==> src/rtl/lruwb_pkg.sv <==
// Shared types and constants for the LRU write-back cache tracker.
`default_nettype none

package lruwb_pkg;

  localparam int unsigned Lines     = 256;
  localparam int unsigned IdBits    = 16;
  localparam int unsigned CountBits = 32;
  localparam int unsigned DirtyBits = $clog2(Lines + 1);

  typedef logic [IdBits-1:0]    id_t;
  typedef logic [CountBits-1:0] count_t;
  typedef logic [DirtyBits-1:0] dirty_cnt_t;

  localparam count_t CountMax = {CountBits{1'b1}};

  // Input transaction.
  typedef struct packed {
    logic [15:0] access_id;
    logic        is_write;
  } req_t;

  // Result transaction.
  typedef struct packed {
    logic        hit;
    logic        writeback;
    logic        evicted_valid;
    logic [15:0] evicted_id;
    logic [31:0] read_count;
    logic [31:0] write_count;
    logic [8:0]  dirty_lines;
  } rsp_t;

  // Token walking down the recency chain. tag/valid/dirty carry the line that
  // is being pushed one slot older; done marks that the walk has settled.
  typedef struct packed {
    logic tok;
    logic done;
    logic hit;
    logic hit_dirty;
    id_t  tag;
    logic valid;
    logic dirty;
  } token_t;

endpackage

`default_nettype wire

==> src/rtl/lruwb_cell.sv <==
// One slot of the recency chain: holds a line, swaps it with the passing token.
`default_nettype none

module lruwb_cell (
  input  wire logic            clk_i,
  input  wire logic            rst_ni,
  input  wire lruwb_pkg::id_t  id_i,
  input  wire logic            set_dirty_i,
  input  wire lruwb_pkg::token_t tok_i,
  output lruwb_pkg::token_t    tok_o
);
  import lruwb_pkg::*;

  id_t    tag_q, tag_d;
  logic   valid_q, valid_d;
  logic   dirty_q, dirty_d;
  token_t tok_q, tok_d;
  logic   match;

  assign match = valid_q && (tag_q == id_i);

  always_comb begin
    tok_d   = tok_i;
    tag_d   = tag_q;
    valid_d = valid_q;
    dirty_d = dirty_q;
    if (tok_i.tok && !tok_i.done) begin
      // a live token hands the slot its line; an unmatched valid line moves on
      tag_d   = tok_i.tag;
      valid_d = tok_i.valid;
      dirty_d = tok_i.dirty;
      if (match) begin
        tok_d.done      = 1'b1;
        tok_d.hit       = 1'b1;
        tok_d.hit_dirty = dirty_q;
      end else if (!valid_q) begin
        tok_d.done = 1'b1;
      end else begin
        tok_d.tag   = tag_q;
        tok_d.valid = valid_q;
        tok_d.dirty = dirty_q;
      end
    end
    if (set_dirty_i) begin
      dirty_d = 1'b1;
    end
  end

  always_ff @(posedge clk_i or negedge rst_ni) begin
    if (!rst_ni) begin
      valid_q <= 1'b0;
      dirty_q <= 1'b0;
      tok_q   <= '0;
    end else begin
      valid_q <= valid_d;
      dirty_q <= dirty_d;
      tok_q   <= tok_d;
    end
  end

  always_ff @(posedge clk_i) begin
    tag_q <= tag_d;
  end

  assign tok_o = tok_q;

endmodule

`default_nettype wire

==> config.mk <==
export PLATFORM = sky130hd
export DESIGN_NAME = lruwb_cell
export DESIGN_NICKNAME = d
export VERILOG_FILES = /design/src/rtl/lruwb_pkg.sv /design/src/rtl/lruwb_cell.sv
export SDC_FILE = /design/constraint.sdc
export NUM_CORES = 1
export LEC_CHECK = 0
export ABC_AREA = 1
export BUFFER_PORTS_ARGS = -buffer_cell sky130_fd_sc_hd__buf_2
export CORE_UTILIZATION = 30
export DETAILED_ROUTE_END_ITERATION = 7
export GPL_TIMING_DRIVEN = 0
export HOLD_SLACK_MARGIN = 0.05
export PLACE_DENSITY = 0.63
export SLEW_MARGIN = 20
export SYNTH_ARGS = -nofsm -noshare
export SYNTH_HDL_FRONTEND = slang
export SYNTH_SLANG_ARGS = --single-unit
==> constraint.sdc <==
create_clock -name clk_i -period 1.6 [get_ports clk_i]
set_input_delay 0.32 -clock clk_i [delete_from_list [all_inputs] [get_ports clk_i]]
set_output_delay 0.32 -clock clk_i [all_outputs]
set_load 0.02 [all_outputs]
==> out/qor.yml <==
outcome: "finished clean"
report.final.hold_viol_count: 0
timing.hold.worst.class: "primary input to async pin"
grt_pass1_vias: 1439
cap_viol_max_count: 0
ys.flop_type: "sky130_fd_sc_hd__dfrtp_1"
totalWireLength_um: 4210
unrepaired_setup_endpoints_after_global_routing: "yes"
part_of_the_cycle_the_worst_path_needs: 0.939
fin_util: 0.425
cts_root_buf: "sky130_fd_sc_hd__clkbuf_8"
port_buffers: 62
postLayoutCellArea_sq_um: 2390
finClkSkew_ns: 0.00276
worstPathMaxFanout: 8
row_count: 27
synth-edff-count: 16
postSynth.asyncResetShare: 0.600
synth.yosys.seq_area_share: 0.611
total_number_of_yosys_warnings: 0
worst_setup_path_startpoint: "tag_q[12]$_DFFE_PP_"
synth_top_area_share: 0.339
cp_data_required_time_ns: 1.82
maximum_frequency_from_static_timing_analysis_mhz: 666
post_dp_cell_area_sq_um: 2170
synth_nets: 247
synth.distinct_cells: 14
area_growth_pct: 34.9
drcViolationCount: 0
cts.htree.levels: 2
power-per-cell-area_nw_per_um2: 907
routabilityCongestion: 0.727
worst_ir_drop_vdd_mv: 0.435
nNetsFinal: 324
filler_cell_count: 590
post_synth.cell_area_avg_sq_um: 8.59
synth_area_sq_um: 1770
post_synth_main_area_contributors: "sky130_fd_sc_hd__dfrtp_1, sky130_fd_sc_hd__edfxtp_1, sky130_fd_sc_hd__nand2_1"
drive_gt1_frac: 0.313
routed_wire_length_per_instance_um: 11.8
routed-via-count: 1498
tritoncts: "yes"
post_cts_hold_buffer_count: 0
post-route-min-period_ns: 1.50
setup.worst_path.start_class: "flip-flop"
grt_max_degree: 25
reg2reg_to: "tok_o[12]$_DFF_PN0_"
die_area_sq_um: 6210
power.total_w: 0.00216
synth_top_cell_by_area: "sky130_fd_sc_hd__dfrtp_1"
timing.critical_path.to_type: "flip-flop"
r2r.worst_path.cells: 10
start_util: 0.315
diodes: 0
drtPass1Iterations: 4
first_iter_violations: 97
cp_data_arrival_time_ns: 1.73
post_synth_inst_count: 206
die_x_um: 78.8
final-max-slew-violation-count: 0
post_drt_via_cell_ratio: 4.21
yosysMostFrequentCell: "sky130_fd_sc_hd__nand2_1"
grt_pass1_wl_um: 6660
path_class: "flip-flop to flip-flop"
chipHeight_um: 78.8
hold_slack_ns: 0.0380
initial_antenna_violation_count: 0
design.portCount: 63
dp_worst_setup_slack_ns: -0.535
timing.final.setup_violations: 0
numClockSinks: 40
worst_setup_hold_path_clk_slew_ns: 0.07
drtAntennaViolNets: 0
post_synth_most_frequent_cells: "sky130_fd_sc_hd__nand2_1, sky130_fd_sc_hd__inv_1, sky130_fd_sc_hd__dfrtp_1, sky130_fd_sc_hd__nor2_1, sky130_fd_sc_hd__nand3_1"
max-clock-path-buffers: 2
cts_inserted_buffers: 5
static-leakage-power_nw: 1.31
worstMarginPinSlew_ns: 0.602
globalRouteTotalUtil: 0.144
placeableCoreArea_sq_um: 5610
final.setup.worst_slack_ns: 0.0982
reg2reg_setup_slack_ns: 0.1
synth.ff_latch_count: 40
hpwlAfterDp_um: 2950
gr-total-overflow: 0
maxSlewHeadroom: 0.599
worstReg2RegStart: "tag_q[12]$_DFFE_PP_"
clk_latency_ns: 0.28
-- stage by stage --
step                cells  TNS, ns
finish                356        0
CTS                   349        0
detailed placement    340    -7.56
global route          356   -0.832
global placement      340    -7.32
floorplan             206        0
-- cell usage in the layout, fill, tap and decap left out, drive strengths merged --
master,netlist,routed
a21oi,1,1
buf,4,73
clkbuf,0,8
clkinv,0,1
clkinvlp,0,1
dfrtp,24,24
edfxtp,16,16
inv,31,30
nand2,88,88
nand3,18,18
nand4,1,1
nor2,22,22
o21ai,1,1
-- power by group --
| group | internal (W) | leakage [nW] | switching (W) | total [W] |
|---|---|---|---|---|
| Clock | 0.000304 | 0.0399 | 0.000329 | 0.000633 |
| Combinational | 0.000139 | 0.846 | 0.000211 | 0.000350 |
| Sequential | 0.00115 | 0.429 | 0.0000341 | 0.00118 |
| Total | 0.00159 | 1.31 | 0.000574 | 0.00216 |
-- worst max path at each step --
stage                           to  cells after the start  slack [ns]
2_1_floorplan  tok_o[10]$_DFF_PN0_                      9        0.03
3_3_place_gp    tok_o[9]$_DFF_PN0_                     10       -0.53
3_5_place_dp    tok_o[9]$_DFF_PN0_                     10       -0.54
4_1_cts        tok_o[15]$_DFF_PN0_                     10        0.02
5_1_grt         tok_o[9]$_DFF_PN0_                      9       -0.06
6_report       tok_o[12]$_DFF_PN0_                     10         0.1
-- critical path, cell delays in order (launching register included) --
cell,delay [ns]
sky130_fd_sc_hd__edfxtp_1,0.43
sky130_fd_sc_hd__nor2_2,0.13
sky130_fd_sc_hd__nor2_1,0.04
sky130_fd_sc_hd__nor2_1,0.08
sky130_fd_sc_hd__nand2_1,0.10
sky130_fd_sc_hd__nor2_4,0.16
sky130_fd_sc_hd__nand2_4,0.13
sky130_fd_sc_hd__nand2_8,0.13
sky130_fd_sc_hd__clkbuf_16,0.15
sky130_fd_sc_hd__nand2_1,0.04
sky130_fd_sc_hd__nand2_1,0.05
-- cell type report --
cell class	count	area (sq um)	area share
sequential	40	1080	0.453
clock buffer	7	76.3	0.0320
tap	72	90.1	0.0378
clock inverter	1	3.75	0.00157
buffer	4	38.8	0.0163
inverter	31	120	0.0503
multi-input combinational	131	576	0.241
timing repair buffer	70	400	0.168
-- timing repair --
item,CTS,global route
gates resized for setup,3,10
pin swaps,0,8
gates cloned,0,1
buffers inserted,1,6
endpoints found under the setup margin,12,12
-- flip-flops by register name (all words and copies together) (netlist names) --
signal,flops
dirty_q,1
tag_q,16
tok_o,22
valid_q,1
-- routing by layer --
metal	routed length, um	up-vias	GRT usage
met5	0	-	0
met4	15	0	0.0389
met3	232	2	0.0414
met2	2110	50	0.244
met1	1850	671	0.179
li1	-	775	-
-- cells by family after synthesis --
family / synth area share
and+or+nand+nor: 0.299
DFF: 0.611
buffers and inverters: 0.0842
AOI/OAI and AO/OA: 0.00565
Power figures use the tool's default switching activity.
